==> config.mk <==
export PLATFORM = sky130hd
export DESIGN_NAME = hmts_blend
export DESIGN_NICKNAME = d
export VERILOG_FILES = /design/src/hmts_pkg.sv /design/src/hmts_blend.sv
export SDC_FILE = /design/constraint.sdc
export NUM_CORES = 2
export LEC_CHECK = 0
export BUFFER_PORTS_ARGS = -buffer_cell sky130_fd_sc_hd__buf_4
export CORE_AREA = 8 8 293 295
export CTS_BUF_LIST = sky130_fd_sc_hd__clkbuf_16
export CTS_CLUSTER_SIZE = 8
export DETAILED_ROUTE_END_ITERATION = 6
export DIE_AREA = 0 0 301 303
export HOLD_SLACK_MARGIN = 0.05
export PLACE_DENSITY = 0.84
export SLEW_MARGIN = 10
export SYNTH_ARGS = -nofsm -noshare
export SYNTH_HDL_FRONTEND = slang
export SYNTH_SLANG_ARGS = --single-unit
==> constraint.sdc <==
create_clock -name aclk -period 10.6 [get_ports aclk]
set_input_delay 1.06 -clock aclk [delete_from_list [all_inputs] [get_ports aclk]]
set_output_delay 1.06 -clock aclk [all_outputs]
set_load 0.02 [all_outputs]
==> src/hmts_pkg.sv <==
// ============================================================================
// Height map triangle sampler package
// Shared widths, register codes, reset values and the word types that pass
// between the stages of the sampler.
// ============================================================================
package hmts_pkg;

    localparam int COORD_W    = 32;
    localparam int SAMPLE_W   = 16;
    localparam int STORE_AW   = 16;
    localparam int STORE_DEPTH = 1 << STORE_AW;
    localparam int FRAC_W     = 16;
    localparam int WEIGHT_W   = FRAC_W + 1;
    localparam int CPU_W      = 24;
    localparam int GAIN_W     = 16;
    localparam int GAIN_FRAC  = 8;
    localparam int CFG_IDX_W  = 3;
    localparam int CFG_DATA_W = 32;

    localparam logic [WEIGHT_W-1:0] ONE_Q16 = WEIGHT_W'(1 << FRAC_W);

    localparam logic CMD_LOAD  = 1'b0;
    localparam logic CMD_QUERY = 1'b1;

    typedef enum logic [CFG_IDX_W-1:0] {
        CFG_ORIGIN_X       = 3'd0,
        CFG_ORIGIN_Y       = 3'd1,
        CFG_ORIGIN_Z       = 3'd2,
        CFG_CELLS_PER_UNIT = 3'd3,
        CFG_HEIGHT_GAIN    = 3'd4
    } cfg_index_t;

    localparam logic [CPU_W-1:0]  CPU_RESET  = 24'd65536;
    localparam logic [GAIN_W-1:0] GAIN_RESET = 16'd256;

    typedef struct packed {
        logic                      cmd;
        logic [STORE_AW-1:0]       sample_index;
        logic [SAMPLE_W-1:0]       sample_value;
        logic signed [COORD_W-1:0] query_x;
        logic signed [COORD_W-1:0] query_z;
    } hmts_in_t;

    typedef struct packed {
        logic signed [COORD_W-1:0] height;
        logic                      in_range;
    } hmts_out_t;

    typedef struct packed {
        logic signed [COORD_W-1:0] origin_x;
        logic signed [COORD_W-1:0] origin_y;
        logic signed [COORD_W-1:0] origin_z;
        logic [CPU_W-1:0]          cells_per_unit;
        logic [GAIN_W-1:0]         height_gain;
    } hmts_cfg_t;

    typedef struct packed {
        logic                is_query;
        logic [STORE_AW-1:0] sample_index;
        logic [SAMPLE_W-1:0] sample_value;
        logic                in_range;
        logic                upper;
        logic [STORE_AW-1:0] addr00;
        logic [STORE_AW-1:0] addr10;
        logic [STORE_AW-1:0] addr01;
        logic [STORE_AW-1:0] addr11;
        logic [WEIGHT_W-1:0] w0;
        logic [WEIGHT_W-1:0] w1;
        logic [WEIGHT_W-1:0] w2;
    } hmts_lookup_t;

    typedef struct packed {
        logic                in_range;
        logic                upper;
        logic [WEIGHT_W-1:0] w0;
        logic [WEIGHT_W-1:0] w1;
        logic [WEIGHT_W-1:0] w2;
        logic [SAMPLE_W-1:0] s00;
        logic [SAMPLE_W-1:0] s10;
        logic [SAMPLE_W-1:0] s01;
        logic [SAMPLE_W-1:0] s11;
    } hmts_blend_t;

endpackage

==> src/hmts_blend.sv <==
// ============================================================================
// Triangle blend
// Four pipeline stages: weighted corner products, their sum, the height gain,
// then the origin offset with saturation into the output register.
// ============================================================================
module hmts_blend import hmts_pkg::*; (
    input  logic        aclk,
    input  logic        aresetn,
    input  hmts_cfg_t   cfg,
    input  logic        in_valid,
    output logic        in_ready,
    input  hmts_blend_t in_data,
    output logic        out_valid,
    input  logic        out_ready,
    output hmts_out_t   out_data
);

    localparam int MUL_W  = WEIGHT_W + SAMPLE_W;
    localparam int ACC_W  = SAMPLE_W + FRAC_W;
    localparam int GPROD_W = ACC_W + GAIN_W;
    localparam int SCALED_W = GPROD_W - GAIN_FRAC;
    localparam int SUM_W  = SCALED_W + 2;
    localparam logic signed [SUM_W-1:0] POS_LIMIT = SUM_W'(64'sh7FFF_FFFF);
    localparam logic signed [SUM_W-1:0] NEG_LIMIT = -SUM_W'(64'sh8000_0000);

    logic v1_reg, v2_reg, v3_reg, v4_reg;
    logic rdy1, rdy2, rdy3, rdy4;

    logic                in1_reg, in2_reg, in3_reg;
    logic [MUL_W-1:0]    p0_reg, p1_reg, p2_reg;
    logic [MUL_W-1:0]    p0_next, p1_next, p2_next;
    logic [ACC_W-1:0]    acc2_reg, acc2_next;
    logic [SCALED_W-1:0] sc3_reg, sc3_next;
    logic [GPROD_W-1:0]  gprod;
    logic signed [SUM_W-1:0] hsum;
    hmts_out_t           out4_reg, out4_next;

    logic [SAMPLE_W-1:0] sa, sb;

    assign rdy4     = !v4_reg || out_ready;
    assign rdy3     = !v3_reg || rdy4;
    assign rdy2     = !v2_reg || rdy3;
    assign rdy1     = !v1_reg || rdy2;
    assign in_ready = rdy1;

    always_comb begin
        sa = in_data.upper ? in_data.s10 : in_data.s00;
        sb = in_data.upper ? in_data.s11 : in_data.s10;
        p0_next = MUL_W'(in_data.w0) * MUL_W'(sa);
        p1_next = MUL_W'(in_data.w1) * MUL_W'(sb);
        p2_next = MUL_W'(in_data.w2) * MUL_W'(in_data.s01);

        acc2_next = ACC_W'(p0_reg + p1_reg + p2_reg);

        gprod    = GPROD_W'(acc2_reg) * GPROD_W'(cfg.height_gain);
        sc3_next = gprod[GPROD_W-1:GAIN_FRAC];

        hsum = $signed({2'b00, sc3_reg})
             + $signed({{(SUM_W - COORD_W){cfg.origin_y[COORD_W-1]}}, cfg.origin_y});
        out4_next.in_range = in3_reg;
        if (!in3_reg) begin
            out4_next.height = '0;
        end else if (hsum > POS_LIMIT) begin
            out4_next.height = COORD_W'(POS_LIMIT);
        end else if (hsum < NEG_LIMIT) begin
            out4_next.height = COORD_W'(NEG_LIMIT);
        end else begin
            out4_next.height = hsum[COORD_W-1:0];
        end
    end

    always_ff @(posedge aclk) begin
        if (!aresetn) begin
            v1_reg <= 1'b0;
            v2_reg <= 1'b0;
            v3_reg <= 1'b0;
            v4_reg <= 1'b0;
        end else begin
            if (rdy1) begin
                v1_reg <= in_valid;
            end
            if (rdy2) begin
                v2_reg <= v1_reg;
            end
            if (rdy3) begin
                v3_reg <= v2_reg;
            end
            if (rdy4) begin
                v4_reg <= v3_reg;
            end
        end
    end

    always_ff @(posedge aclk) begin
        if (rdy1) begin
            in1_reg <= in_data.in_range;
            p0_reg  <= p0_next;
            p1_reg  <= p1_next;
            p2_reg  <= p2_next;
        end
        if (rdy2) begin
            in2_reg  <= in1_reg;
            acc2_reg <= acc2_next;
        end
        if (rdy3) begin
            in3_reg <= in2_reg;
            sc3_reg <= sc3_next;
        end
        if (rdy4) begin
            out4_reg <= out4_next;
        end
    end

    assign out_valid = v4_reg;
    assign out_data  = out4_reg;

endmodule

; After elaboration in Yosys (flattened, before gate mapping)
; Index checks and enable logic that the tools add are counted.
[totals]
word_cells = 38
register_bits = 208
inputBits = 257
[op_classes]
reduce_logical = 9
n_lt_le_gt_ge = 2
mul = 4
add_sub_neg = 3
n_mux = 4
n_bitwise = 1
[ops]
columns = operator, n
row1 = $mul A17 B16 Y32, 3
row2 = $add A32 B32 Y32, 2
row3 = $mul A32 B16 Y48, 1
row4 = $add A41 B32 Y42, 1
row5 = $gt A42 B32 Y1 const B, 1
row6 = $lt A42 B32 Y1 const B, 1
row7 = $mux W16, 2
row8 = $mux W32, 1
row9 = $mux W31, 1
row10 = $logic_not A1 Y1, 4
row11 = $logic_or A1 B1 Y1, 4
row12 = $reduce_or A2 Y1, 1
row13 = $not A1 Y1, 1

; Logic depth before layout (Yosys ltp)
[logic_depth]
ltp_word = 5
ltp_mapped = 30
ltp_nobuf = 28

; Least setup slack after synthesis
; Ideal clock, no wire load.
[synth_timing]
path_kind = input-to-reg
start = in in_data[115] (netlist name)
end = reg p1_reg[30] (data pin)
path_slack_ns = 2.263
required_ns = 10.342
cell_stages = 28
setup_time_ns = 0.258
arrival_ns = 8.079
cell_sequence = clkbuf_1 clkbuf_1 mux2_2 and2_1 fa_1 inv_1 fa_1 fa_1 inv_1 fa_1 fa_1 inv_1 fa_1 inv_1 ha_1 a21o_1 a21o_1 a21o_1 a21o_1 a21o_1 a21oi_1 a21oi_1 o311ai_0 a21boi_0 o21a_1 or2_2 a41o_1 xnor2_1
[synth_between]
elab_chain_len = 2
[synth_lines]
columns = element, line_no
row1 = from (decl), hmts_blend.sv:12  ; input hmts_blend_t in_data,
row2 = $mux W16, hmts_blend.sv:48  ; sb = in_data.upper ? in_data.s11 : in_data.s10;
row3 = $mul A17 B16 Y32, hmts_blend.sv:50  ; p1_next = MUL_W'(in_data.w1) * MUL_W'(sb);
row4 = via p1_next[30], hmts_blend.sv:31  ; logic [MUL_W-1:0] p0_next, p1_next, p2_next;
row5 = to (signal assigned), hmts_blend.sv:98  ; p1_reg <= p1_next;
row6 = to (decl), hmts_blend.sv:30  ; logic [MUL_W-1:0] p0_reg, p1_reg, p2_reg;
; The timed path passes the listed nets, and every way through them passes these cells.
; A chain may end at the register's enable or synchronous reset.

; Worst setup path in the final report
[layout_timing]
start = in in_data[115] (netlist name)
end = reg p0_reg[28] (data pin)
[layout_between]
elab_chain_len = 2
[layout_lines]
columns = element, line_no
row1 = $mux W16, hmts_blend.sv:47  ; sa = in_data.upper ? in_data.s10 : in_data.s00;
row2 = $mul A17 B16 Y32, hmts_blend.sv:49  ; p0_next = MUL_W'(in_data.w0) * MUL_W'(sa);
row3 = via p0_next[28], hmts_blend.sv:31
row4 = to (signal assigned), hmts_blend.sv:97  ; p0_reg <= p0_next;
row5 = to (decl), hmts_blend.sv:30
; The timed path passes the listed nets, and every way through them passes these cells.

==> results.tsv <==
stage	metric	value	unit
min_path	hold path cells	0	
floorplan	starting density of the core	64.28	%
setup_path	Worst EP arrival	8.48	ns
clock_network	postcts setup bufs	0	
timing	Final Max Tran Viols	0	
logic_synthesis	Synthesis Warnings	0	
detailed_routing	ANT nets after route	0	
clock_network	Sink Count	208	
setup_path	r2r startpoint	acc2_reg[5]	
floorplan	Die H	303	um
min_path	type of the worst min-delay path	register to register	
placed_design	I/O Buffers	203	
detailed_routing	Pre-antenna DRT Iters	7	
global_route	GR Overflow Total	0	
floorplan	Rows	105	
clock_network	Resized cells post-CTS	0	
layout	multi-input combinational cell area	40590	um^2
timing	Hold Fails Final Rpt	0	
detailed_routing	DR vias/cell	5.768	
clock_network	CTS root buffer	clkbuf_16	
clock_network	CTS clk-pin slew, worst paths	0.05	ns
timing	relative slew slack	32.43	%
setup_path	Reg2Reg Depth	25	
clock_network	cts bufs inserted	30	
logic_synthesis	number of distinct library cells after synthesis	71	
setup_path	CP max FO	32	
placed_design	DP Area	54340	um^2
timing	Slew @ Worst Pin	1.010	ns
detailed_routing	# DRC	1	
clock_network	CTS tree	built	
logic_synthesis	syn_nets	7374	
outcome	failing checks	design-rule violations	
layout	area grow syn2layout	5.744	%
timing	Worst Skew	0.02088	ns
detailed_routing	Routed WL	127400	um
logic_synthesis	ys flop type	edfxtp_1	
global_route	pin count of the biggest net entering global routing	58	
placed_design	Final HPWL DP	98100	um
logic_synthesis	Synth async-reset ratio	0	%
layout	layout cells sized above 1	5.442	%
min_path	Worst Hold Path EP	in2_reg	
clock_network	H-tree depth	1	
placed_design	gpl congestion	0.9332	
job	number of max-cap violations	0	
setup_path	WP data required	10.93	ns
global_route	vias in the first global route	42700	
global_route	initial antenna violation count	1	
layout	final instance area	55190	um^2
clock_network	Hold Buf Count CTS	0	
layout	Fillers	5953	
floorplan	Die X	301	um
setup_path	Crit. End Element	register	
logic_synthesis	EDFF count, synth	204	
clock_network	worst skew pair latency	0.59	ns
layout	fin util	67.98	%
detailed_routing	routed length per placed instance	19.08	um
logic_synthesis	Avg Inst Size Synth	9.396	um^2
setup_path	crit path kind	primary input to register	
floorplan	core box area	81190	um^2
timing	final setup violation count	0	
setup_path	crit start category	primary input	
timing	worst hold slack	0.4154	ns
global_route	Overall Global Routing Usage	28.63	%
floorplan	die area	91200	um^2
timing	f_max	122.8	MHz
outcome	run status	finished with violations	
timing	Total Neg Setup Slack	0	ns
timing	clock period minus worst slack	8.145	ns
timing	setup repair after global routing missed its margin	false	
detailed_routing	Detailed Route Iter0 Violations	2462	
layout	nets	7414	
min_path	HP Start	in1_reg	
logic_synthesis	synthesized flop and latch total	208	
logic_synthesis	Seq/Total Area, Yosys	11.89	%
floorplan	IO Count	292	
clock_network	clock buffer depth	3	
layout	max reg flops	40	
logic_synthesis	post-synthesis cell count	5555	
logic_synthesis	Post-Syn Area	52190	um^2
setup_path	r2r endpoint	sc3_reg[39]	
layout	register cell area after layout	6206	um^2
setup_path	reg2reg setup slack	2.52	ns
global_route	first-pass GRT wire length	210600	um
detailed_routing	routed vias	38520	
timing	Tcrit/Tclk final	76.84	%
## cells in the final DEF (no fill, tap or decap), drive strengths merged, types with 5 or more instances in the layout
master and n:
inv 1240, fa 1071, nand2 847, and2 543, ha 491, buf 211
edfxtp 204, a21oi 136, xnor2 130, nor2 109, o21ai 103, a21o 66
xor2 57, nor3 39, mux2 32, nand3 32, clkbuf 30, nor2b 27
o21a 27, o21bai 27, and3 19, nand2b 14, a31oi 13, or3 11
nand4 11, or2 11, a211oi 11, a221o 7, o31ai 6, a2111oi 5
and4 5
## cells by family after synthesis
logic type	after synthesis	share of synthesized area, %
multiplexers	32	0.6904
AND/OR/NAND/NOR	1686	15.56
adder cells (fa/ha/maj)	1562	52.85
XOR/XNOR	187	3.138
buffers and inverters	1434	10.37
AO/OA/AOI/OAI	446	5.502
flip-flops	208	11.89
## per-layer routing
layer	share of wire [%]	track usage [%]	routed length, um	vias up
li1	-	-	-	16860
met1	35	33.24	44930	19370
met2	50	50.65	64220	1776
met3	7.8	4.272	9904	513
met4	6.5	16.08	8333	0
met5	0	0	0	-
## through the flow
step           setup slack [ns]  std cells
5_1_grt                   2.103       6676
6_report                  2.455       6677
3_3_place_gp              2.022       6633
4_1_cts                   2.559       6675
3_5_place_dp              1.956       6633
2_1_floorplan             2.263       5555
## how the worst max path moves through the flow
stage                             end  slack (ns)         start
after floorplan            p1_reg[30]        2.26  in_data[115]
after global placement    sc3_reg[39]        2.02        cfg[7]
after detailed placement  sc3_reg[39]        1.96        cfg[8]
after CTS                 sc3_reg[39]        2.56  acc2_reg[13]
after global routing      sc3_reg[34]        2.10  acc2_reg[13]
final                      p0_reg[28]        2.45  in_data[115]
## area by class of cell
type / instances / area share (%)
clock buffers: 30 / 1.360
inverters: 1231 / 8.372
well taps: 1070 / 2.426
repair buffers: 211 / 2.870
multi-input cells: 3913 / 73.54
flip-flops and latches: 208 / 11.24
diodes: 2 / 0.009068
clock inverters: 12 / 0.1791
## synth_stat cells (32+ instances only)
cell type  count  share of area [%]
a21oi_1      135                1.3
edfxtp_1     204                 12
and2_1       543                6.5
o21ai_0       99               0.95
nand2_1      847                6.1
nor3_1        38               0.36
xnor2_1      130                2.2
nor2_1       109               0.78
fa_1        1071                 41
xor2_1        57               0.96
a21o_1        66               0.95
ha_1         491                 12
inv_1       1231                8.9
nand3_1       32               0.31
mux2_2        32               0.69
clkbuf_1     196                1.4
## critical path: stages
cell and delay (ns):
buf_4 0.34, mux2_2 0.58, and2_1 0.26, fa_1 0.54, inv_1 0.05, fa_1 0.48
fa_1 0.51, fa_1 0.55, inv_1 0.05, fa_1 0.52, fa_1 0.43, ha_1 0.36
a21o_1 0.18, a21o_1 0.16, a21oi_1 0.27, o41ai_1 0.18, nand3_1 0.14, a31oi_1 0.23
a21oi_1 0.30, o21ai_0 0.20, or4_1 0.50, and3_1 0.20, nor2_1 0.34
Power is not shown: default switching activity piles up to over one toggle a cycle in this logic, so the estimate is an artifact.
